File: config.mk
export PLATFORM = sky130hd
export DESIGN_NAME = delta_varint_encoder_top
export DESIGN_NICKNAME = d
export VERILOG_FILES = /design/src/sv/dve_pkg.sv /design/src/sv/dve_datapath.sv /design/src/sv/dve_ctrl.sv /design/src/sv/delta_varint_encoder_top.sv
export SDC_FILE = /design/constraint.sdc
export NUM_CORES = 1
export LEC_CHECK = 0
export BUFFER_PORTS_ARGS = -buffer_cell sky130_fd_sc_hd__buf_4
export CAP_MARGIN = 20
export CORE_MARGIN = 4
export CORE_UTILIZATION = 40
export DETAILED_ROUTE_END_ITERATION = 8
export GPL_TIMING_DRIVEN = 0
export PLACE_DENSITY = 0.65
export SLEW_MARGIN = 40
export SYNTH_ARGS = -nofsm -noshare
export SYNTH_HDL_FRONTEND = slang
export SYNTH_HIERARCHICAL = 1
export SYNTH_SLANG_ARGS = --single-unit
File: constraint.sdc
create_clock -name clock -period 7.8 [get_ports clock]
set_clock_uncertainty 0.2 [all_clocks]
set_input_delay 1.56 -clock clock [delete_from_list [all_inputs] [get_ports clock]]
set_output_delay 1.56 -clock clock [all_outputs]
set_load 0.05 [all_outputs]
File: src/sv/dve_pkg.sv
`timescale 1ns / 1ps
// Shared types and constants for the delta varint encoder.
// No dependencies; used by dve_ctrl, dve_datapath and the top level.

package dve_pkg;

   localparam int ID_BITS = 32;

   localparam int FILE_ID_W  = 32;
   localparam int BYTE_W     = 8;
   localparam int GROUP_W    = 7;
   // Most groups emitted per identifier: four continuation bytes and the last one.
   localparam int MAX_BYTES  = 5;
   localparam int COUNT_W    = $clog2(MAX_BYTES);

   localparam logic [BYTE_W-1:0] CONT_BIT = 8'h80;

   typedef enum logic [1:0] {
      ST_IDLE = 2'b01,
      ST_EMIT = 2'b10
   } state_type;

   // Commands from the controller to the datapath.
   typedef struct packed {
      logic load;   // capture a new identifier and form its delta
      logic emit;   // write the next group into the output register
   } cmd_type;

   // Status from the datapath to the controller.
   typedef struct packed {
      logic last_group;   // the pending group is the final one for this item
   } status_type;

endpackage

File: src/sv/dve_datapath.sv
`timescale 1ns / 1ps
// Datapath of the delta varint encoder: previous-value register, delta
// shifter, group counter and output byte register. Depends on dve_pkg.

module dve_datapath (
   input  logic                          clock,
   input  logic                          reset,
   input  dve_pkg::cmd_type              cmd,
   output dve_pkg::status_type           status,
   input  logic [dve_pkg::FILE_ID_W-1:0] file_id,
   input  logic                          list_start,
   output logic [dve_pkg::BYTE_W-1:0]    out_byte,
   output logic                          last_byte
);

   logic [dve_pkg::ID_BITS-1:0] prev_ff, prev_in;
   logic [dve_pkg::ID_BITS-1:0] shift_ff, shift_in;
   logic [dve_pkg::COUNT_W-1:0] count_ff, count_in;
   logic [dve_pkg::BYTE_W-1:0]  byte_ff, byte_in;
   logic                        last_ff, last_in;

   logic [dve_pkg::ID_BITS-1:0] next_id;
   logic [dve_pkg::ID_BITS-1:0] base;
   logic                        is_last;

   assign next_id = file_id[dve_pkg::ID_BITS-1:0] + dve_pkg::ID_BITS'(1);
   assign base    = list_start ? '0 : prev_ff;

   // Final group once the remainder fits in seven bits, or the group limit is hit.
   assign is_last = (shift_ff[dve_pkg::ID_BITS-1:dve_pkg::GROUP_W] == '0) ||
                    (count_ff == dve_pkg::COUNT_W'(dve_pkg::MAX_BYTES - 1));

   assign status.last_group = is_last;

   always_comb begin
      prev_in  = prev_ff;
      shift_in = shift_ff;
      count_in = count_ff;
      byte_in  = byte_ff;
      last_in  = last_ff;
      if (cmd.load) begin
         prev_in  = next_id;
         shift_in = next_id - base;
         count_in = '0;
      end else if (cmd.emit) begin
         if (is_last) begin
            byte_in = shift_ff[dve_pkg::BYTE_W-1:0];
         end else begin
            byte_in = dve_pkg::CONT_BIT | {1'b0, shift_ff[dve_pkg::GROUP_W-1:0]};
         end
         last_in  = is_last;
         shift_in = shift_ff >> dve_pkg::GROUP_W;
         count_in = count_ff + dve_pkg::COUNT_W'(1);
      end
   end

   always_ff @(posedge clock) begin
      if (reset) begin
         prev_ff <= '0;
      end else begin
         prev_ff <= prev_in;
      end
   end

   always_ff @(posedge clock) begin
      shift_ff <= shift_in;
      count_ff <= count_in;
      byte_ff  <= byte_in;
      last_ff  <= last_in;
   end

   assign out_byte  = byte_ff;
   assign last_byte = last_ff;

   a_count_range: assert property (@(posedge clock) disable iff (reset)
      cmd.emit |-> (count_ff < dve_pkg::COUNT_W'(dve_pkg::MAX_BYTES)))
      else $error("group counter past limit");

   a_emit_marks: assert property (@(posedge clock) disable iff (reset)
      cmd.emit |=> (last_ff == !byte_ff[dve_pkg::BYTE_W-1]))
      else $error("continuation bit disagrees with last flag");

   a_load_clears: assert property (@(posedge clock) disable iff (reset)
      cmd.load |=> (count_ff == '0))
      else $error("group counter not cleared on load");

endmodule

File: src/sv/dve_ctrl.sv
`timescale 1ns / 1ps
// Controller of the delta varint encoder: state machine, input ready and
// output valid. Depends on dve_pkg.

module dve_ctrl (
   input  logic                clock,
   input  logic                reset,
   input  logic                req_valid,
   output logic                req_ready,
   output logic                rsp_valid,
   input  logic                rsp_ready,
   output dve_pkg::cmd_type    cmd,
   input  dve_pkg::status_type status
);

   dve_pkg::state_type state_ff, state_in;
   logic               valid_ff, valid_in;
   logic               out_free;

   assign out_free = !valid_ff || rsp_ready;

   always_comb begin
      state_in  = state_ff;
      req_ready = 1'b0;
      cmd       = '0;
      unique case (state_ff)
         dve_pkg::ST_IDLE: begin
            req_ready = 1'b1;
            if (req_valid) begin
               cmd.load = 1'b1;
               state_in = dve_pkg::ST_EMIT;
            end
         end
         dve_pkg::ST_EMIT: begin
            if (out_free) begin
               cmd.emit = 1'b1;
               if (status.last_group) begin
                  state_in = dve_pkg::ST_IDLE;
               end
            end
         end
         default: begin
            state_in = dve_pkg::ST_IDLE;
         end
      endcase
   end

   // Hold the byte until taken; refill on emit.
   assign valid_in = cmd.emit ? 1'b1 : (valid_ff && !rsp_ready);

   always_ff @(posedge clock) begin
      if (reset) begin
         state_ff <= dve_pkg::ST_IDLE;
         valid_ff <= 1'b0;
      end else begin
         state_ff <= state_in;
         valid_ff <= valid_in;
      end
   end

   assign rsp_valid = valid_ff;

   a_load_to_emit: assert property (@(posedge clock) disable iff (reset)
      (req_valid && req_ready) |=> (state_ff == dve_pkg::ST_EMIT))
      else $error("accepted item did not start emitting");

   a_emit_fills: assert property (@(posedge clock) disable iff (reset)
      cmd.emit |=> rsp_valid)
      else $error("emitted byte not presented");

   a_no_overwrite: assert property (@(posedge clock) disable iff (reset)
      (cmd.emit && $past(cmd.emit) && valid_ff) |-> rsp_ready)
      else $error("output byte overwritten before taken");

endmodule

File: src/sv/delta_varint_encoder_top.sv
`timescale 1ns / 1ps
// Delta varint encoder top level: ties the controller and the datapath.
// Depends on dve_pkg, dve_ctrl and dve_datapath.

// Each accepted identifier yields (id+1) minus the previous id+1 (zero after
// list_start), modulo 2^32, sent as little-endian 7-bit groups, one byte per
// result item; bit 7 marks continuation and rsp_last_byte flags the final
// byte. An item is accepted in the idle state and its bytes are then emitted in order;
// no new item is accepted until its final byte is emitted. The single byte output
// register emits one group per cycle whenever the byte before it is taken or none is held.
// No configuration, no clearing pass after reset.

module delta_varint_encoder_top (
   input  logic                          clock,
   input  logic                          reset,
   input  logic                          req_valid,
   output logic                          req_ready,
   input  logic [dve_pkg::FILE_ID_W-1:0] req_file_id,
   input  logic                          req_list_start,
   output logic                          rsp_valid,
   input  logic                          rsp_ready,
   output logic [dve_pkg::BYTE_W-1:0]    rsp_out_byte,
   output logic                          rsp_last_byte
);

   dve_pkg::cmd_type    cmd;
   dve_pkg::status_type status;

   dve_ctrl u_ctrl (
      .clock     (clock),
      .reset     (reset),
      .req_valid (req_valid),
      .req_ready (req_ready),
      .rsp_valid (rsp_valid),
      .rsp_ready (rsp_ready),
      .cmd       (cmd),
      .status    (status)
   );

   dve_datapath u_datapath (
      .clock      (clock),
      .reset      (reset),
      .cmd        (cmd),
      .status     (status),
      .file_id    (req_file_id),
      .list_start (req_list_start),
      .out_byte   (rsp_out_byte),
      .last_byte  (rsp_last_byte)
   );

endmodule

# Word level (Yosys, flattened, before mapping)
# Cells that the tools add are included.
# word_totals
reg_bits	79
latchBits	0
ramBits	0
romBits	0
output_inout_bits	11
wordCells	40
n_memories	0
# classes
addsub	3
n_mul	0
n_div	0
magnitude_cmp	0
n_eq_ne	6
shifts	0
mux	13
n_bitwise	1
reduce_logical	9
# ops
op	n
$mux 32	3
$add 32x1->32 const B	1
$sub 32x32->32	1
$logic_not 25->1	1
$mux 1	6
$mux 2	3
$ne 2x2->1 const B	2
$pmux 2 s2	1
$add 3x1->3 const B	1
$eq 3x3->1 const B	1
$reduce_and 3->1	1
$eq 2x1->1 const B	1
$eq 2x2->1 const B	1
$logic_not 1->1	2
$logic_or 1x1->1	2
$ne 2x1->1 const B	1
$reduce_and 2->1	1
$reduce_bool 2->1	1
$logic_and 1x1->1	1
$not 1->1	1

# Logic depth before layout (Yosys ltp)
# logic_depth
depth_word	6
mapped_depth	18

# Modules after synthesis
# Netlist, hierarchy kept.
# by_module_without_submodules
mod	instances	cells_each	area_each_um2	seq_area_each_um2
dve_datapath	1	585	5422.7	1931.9
dve_ctrl	1	12	132.6	60.1

# Least setup slack after synthesis
# No wires, ideal clock.
# synth_timing
path_type	input to register
startpoint	input req_file_id[6] (netlist bit)
endpoint	register u_datapath/shift_ff[22] (netlist bit) (data pin)
setup_time_ns	0.260
arrival_time_ns	4.618
setup_slack_ns	2.722
stages	14
path_cell_list	and4_1 nand3_2 nor3_1 xor2_1 ha_1 and3_1 a221oi_2 o21ba_2 o31a_1 o31a_1 o21ai_2 a221o_2 xor2_1 mux2_2
# synth_via
elab_chain_cells	3
# synth_rtl
element	line	text
from (decl)	delta_varint_encoder_top.sv:18	input logic [dve_pkg::FILE_ID_W-1:0] req_file_id,
$add 32x1->32	dve_datapath.sv:26	assign next_id = file_id[dve_pkg::ID_BITS-1:0] + dve_pkg::ID_BITS'(1);
net u_datapath.next_id (one bit)	dve_datapath.sv:22	logic [dve_pkg::ID_BITS-1:0] next_id;
$sub 32x32->32	dve_datapath.sv:43	shift_in = next_id - base;
$mux 32	dve_datapath.sv:41	if (cmd.load) begin
net u_datapath.shift_in (one bit)	dve_datapath.sv:17	logic [dve_pkg::ID_BITS-1:0] shift_ff, shift_in;
to (signal assigned)	dve_datapath.sv:66	shift_ff <= shift_in;
to (decl)	dve_datapath.sv:17	
# The timed path passes the listed nets, and every way through them passes these cells.
# A chain may end at the register's enable or synchronous reset.

# Worst setup path in the final report
# layout_timing
startpoint	input req_file_id[0] (netlist bit)
endpoint	register u_datapath/shift_ff[29] (netlist bit) (data pin)
# layout_via
elab_chain_cells	3
# layout_rtl
element	line
$add 32x1->32	dve_datapath.sv:26
net u_datapath.next_id (one bit)	dve_datapath.sv:22
$sub 32x32->32	dve_datapath.sv:43
$mux 32	dve_datapath.sv:41
# The timed path passes the listed nets, and every way through them passes these cells.

==> flow_results.org <==
** Place
- The wire-length estimate of the detail-placed layout is ~11 mm.
- Routability cong. :: just under 0.9
- Port bufs :: 47
- After detailed placement, the total cell area comes to roughly 6000 um^2.
- Placed instance count :: 820

** Global routing
- Met2 Resource Use GR :: 0.3285
- Initial antenna violation count :: 0
- For this run, the total global-route usage over all layers was measured as 0.1804.
- Most heavily used metal layer in global routing :: met2
- Global-route congestion overflow total :: 0
- For this run, global-route usage on met3 was measured as 0.04149.
- The number of global-route vias before repair is 4470.
- The first global-routing pass estimated around 23 mm of wire.
- Largest net degree at the start of global routing :: 33
- For met1 alone, demand over resource in global routing was 0.2184.

** Yosys
- Library cell occupying the most area in the post-synthesis netlist :: sky130_fd_sc_hd__edfxtp_1
- Prevailing post-synth register cell :: sky130_fd_sc_hd__edfxtp_1
- Post-Syn Instances :: 597
- Of the post-synthesis cell area, the dominant cell type holds 0.2216.
- Number of flops mapped to enable cells by yosys :: approximately 40
- Yosys printed 6 warnings.
- After synthesis the netlist holds a flip-flop and latch count of between 70 and 80.
- Area of the mapped netlist :: approximately 5600 um^2
- When the netlist entered floorplanning its net count stood at roughly 670.
- Largest cells by area after synthesis :: sky130_fd_sc_hd__edfxtp_1 (22%), sky130_fd_sc_hd__dfxtp_1 (14%), sky130_fd_sc_hd__ha_1 (7.2%)
- Unique masters post-synth :: 76
- Mean Syn Cell Area :: between 9 and 10 um^2
- Async SR Flop Fraction :: 0
- For this run, the register share of the synthesized area comes to 0.3586.

** Setup path
- Endpoint kind of the worst setup timing path :: register
- Critical path required time :: around 7700 ps
- Start of the worst register-to-register path :: u_datapath/prev_ff[0]
- CP Cell Sequence :: buf_4 -> ha_1 -> nand2_1 -> nor3_1 -> nand3_1 -> nor2_1 -> xor2_1 -> ha_1 -> a21oi_1 -> o21bai_1 -> a21o_1 -> a21o_1 -> a21o_1 -> a21oi_1 -> o2111ai_1 -> and3_1 -> o21a_1
- Slowest cell on the critical path :: sky130_fd_sc_hd__nor3_1
- STA puts the critical path data arrival time at 5510 ps.
- The largest single stage delay on the critical path is roughly 450 ps.
- Setup slack on the worst reg-to-reg path comes out at 4050 ps.
- Type of the setup path with the least slack :: in2reg
- Kind of start point of the critical path :: primary input
- Of all nets on the critical path, the largest fanout is 6.
- The cell that appears most often on the critical path is sky130_fd_sc_hd__a21o_1.
- Worst reg2reg path endpoint :: u_datapath/shift_ff[24]
- Counting cells, the worst reg-to-reg path comes to 12.

** Floorplan
- The region available for standard cell placement spans about 13000 um^2.
- For this configuration, the core starts out at a cell density of 0.4146.
- The die covers 15840 um^2.
- Number of top-level pins :: 48
- In this run the horizontal extent of the chip is between 100 and 150 um.
- The floorplan has 42 rows.
- Height of the chip :: 125.9 um

** Routing
- Detailed-routing iteration count for the pre-antenna-repair pass :: 5
- WL final :: about 14 mm
- Vias :: approximately 4600
- DRC violation count after routing :: 0
- After detailed routing, the average wire length per cell comes to about 17 um.
- After detailed routing, the number of vias per cell comes to between 5 and 6.
- The count of nets left with antenna violations once routing finished came out at 0.
- The detailed router finished its first iteration with slightly above 300 violations.

** Worst hold path
- The worst hold path terminates at u_datapath/out_byte[2].
- The worst hold path begins at u_datapath/shift_ff[2].
- Class of the tightest hold or removal check :: reg2reg
- Cell depth of the worst min-delay path :: 0

** Power and ir drop
- Worst-case vdd ir drop :: roughly 0.00011 V
- For this design the ratio of total power to cell area is 190.6 nW/um^2.
- P_leak :: between 2 and 2.5 nW
- The completed layout was analyzed and its total power is 0.001221 W.

** Timing
- Tcrit/Tclk final :: 0.7187
- Setup violations remaining at the end of the flow were counted as 0.
- After layout, the minimum clock period comes to between 5000 and 6000 ps.
- Setup_tns :: 0 ps
- For the pin with the worst max-slew slack, the measured transition is 839.2 ps.
- For this run, the top clock speed supported by timing is 178.4 MHz.
- Setup repair after global routing left no endpoint under its margin.
- Final Max Slew Viols :: 0
- Headroom to the max-slew limit :: 0.4405
- Final-report hold violation count :: 0

** CTS
- Total CTS buffers :: 9
- After clock tree synthesis, the flow added hold-fix buffers numbering 0.
- Clock-pin slew was measured on the worst setup and hold paths at 60 ps.
- Clock tree synthesis selected as its root buffer the cell sky130_fd_sc_hd__clkbuf_16.
- The longest clock path from root to sink contains 2 buffers.
- TritonCTS built the clock tree.
- The number of gates resized after CTS was 0.
- The clock net in this run drives a total of 79 sinks.
- CTS HTree Levels :: 3
- Buffers added to address setup during post-CTS repair amount to 0.
- Clk_lat worst skew :: around 340 ps

** Layout
- Sequential cell area :: 1992 um^2
- # diodes :: 0
- Number of fillers in the final layout :: roughly 1300
- The final layout contains between 700 and 800 nets.
- The count of cells in the finished layout, fillers not included, comes to 836.
- In the layout the commonest cells are sky130_fd_sc_hd__nor2_1 (65), sky130_fd_sc_hd__buf_4 (47), sky130_fd_sc_hd__nand2_1 (47).
- In the final layout, the share of cells above drive strength 1 is 0.1652.
- Area used by multi-input combinational logic :: 3423 um^2
- Most common library cell in the layout ignoring fill and taps :: sky130_fd_sc_hd__nor2_1
- Area growth from synthesis to layout :: 15.34%
- After routing the design area is approximately 6400 um^2.

** Outcome
- Run status :: finished clean

** Run
- The tool flagged a number of max-cap violations equal to 0.
## cell families after synthesis
kind of cell	synth area share
multiplexers	0.05541
buffers and inverters	0.02522
flip-flops	0.3586
XOR/XNOR	0.1027
AO/OA/AOI/OAI	0.1523
AND/OR/NAND/NOR	0.2264
adder cells (fa/ha/maj)	0.07950
## sequential cells by signal, summed over array words and instances (netlist names)
register,flops
u_datapath/count_ff,3
u_datapath/shift_ff,32
u_ctrl/rsp_valid,1
u_datapath/out_byte,8
u_datapath/last_byte,1
u_ctrl/state_ff,2
u_datapath/prev_ff,32
## area by class of cell
type	count	area share
clock inverter	7	0.008397
tap	176	0.03437
clock buffer	9	0.03515
buffer	20	0.01191
inverter	17	0.009959
multi-input combinational	481	0.5343
timing repair buffer	47	0.05507
sequential	79	0.3109
## layer usage
layer | up-vias | routed length (um)
li1 | 2256 | -
met1 | 2223 | 6220
met2 | 78 | 7151
met3 | 14 | 578
met4 | 0 | 177
met5 | - | 0
## per-stage QoR
step                      hold WS (ps)  worst slack (ps)  utilization
after detailed placement         205.7              1837       0.4573
after floorplan                  200.3              2722            -
after global placement           203.7              1924       0.4573
after global routing             228.5              1895       0.4782
after CTS                        221.2              2180       0.4782
final                            219.9              2194       0.4782
## critical path: cells and delay by family
| kind | cells | cell delay [ps] |
|---|---|---|
| AO/OA/AOI/OAI | 8 | 1570 |
| adder cells (fa/ha/maj) | 2 | 610 |
| AND/OR/NAND/NOR | 5 | 1400 |
| XOR/XNOR | 1 | 230 |
| buffers and inverters | 1 | 130 |
## Yosys cell counts, types with 2 or more instances
master / count
sky130_fd_sc_hd__nor2_1: 65
sky130_fd_sc_hd__o311ai_1: 2
sky130_fd_sc_hd__clkbuf_1: 16
sky130_fd_sc_hd__nand4_1: 7
sky130_fd_sc_hd__o21a_1: 6
sky130_fd_sc_hd__o21ai_0: 13
sky130_fd_sc_hd__inv_1: 17
sky130_fd_sc_hd__nand2_1: 47
sky130_fd_sc_hd__mux2_2: 14
sky130_fd_sc_hd__buf_1: 3
sky130_fd_sc_hd__xor2_1: 19
sky130_fd_sc_hd__and4_1: 4
sky130_fd_sc_hd__o2111ai_1: 3
sky130_fd_sc_hd__nor3_1: 17
sky130_fd_sc_hd__a21oi_2: 2
sky130_fd_sc_hd__and2_4: 2
sky130_fd_sc_hd__mux2i_1: 12
sky130_fd_sc_hd__o21ba_2: 2
sky130_fd_sc_hd__nor4_1: 5
sky130_fd_sc_hd__a21oi_1: 36
sky130_fd_sc_hd__a211oi_1: 7
sky130_fd_sc_hd__o21bai_1: 4
sky130_fd_sc_hd__dfxtp_1: 38
sky130_fd_sc_hd__edfxtp_1: 41
sky130_fd_sc_hd__and3_1: 7
sky130_fd_sc_hd__nand2b_1: 36
sky130_fd_sc_hd__o31a_1: 3
sky130_fd_sc_hd__xnor2_1: 38
sky130_fd_sc_hd__a31oi_1: 5
sky130_fd_sc_hd__nor2b_1: 13
sky130_fd_sc_hd__mux2_4: 2
sky130_fd_sc_hd__a21o_1: 13
sky130_fd_sc_hd__o211ai_1: 2
sky130_fd_sc_hd__nand3_2: 2
sky130_fd_sc_hd__o21ai_1: 3
sky130_fd_sc_hd__nand3_1: 20
sky130_fd_sc_hd__ha_1: 32
## power breakdown
part,switching [W],leakage (nW),internal (W)
registers,0.0000180,0.701,0.000485
logic,0.000182,1.61,0.000136
clock network,0.000181,0.141,0.000219
total,0.000380,2.45,0.000841
## worst max path at each step
stage | startpoint | endpoint | slack, ps
3_5_place_dp | req_file_id[0] | u_datapath/shift_ff[31] | 1840
2_1_floorplan | req_file_id[6] | u_datapath/shift_ff[22] | 2720
4_1_cts | req_file_id[0] | u_datapath/shift_ff[31] | 2180
3_3_place_gp | req_file_id[0] | u_datapath/shift_ff[31] | 1920
6_report | req_file_id[0] | u_datapath/shift_ff[29] | 2190
5_1_grt | req_file_id[0] | u_datapath/shift_ff[31] | 1900
No activity file was read; power rests on OpenSTA's default activity.
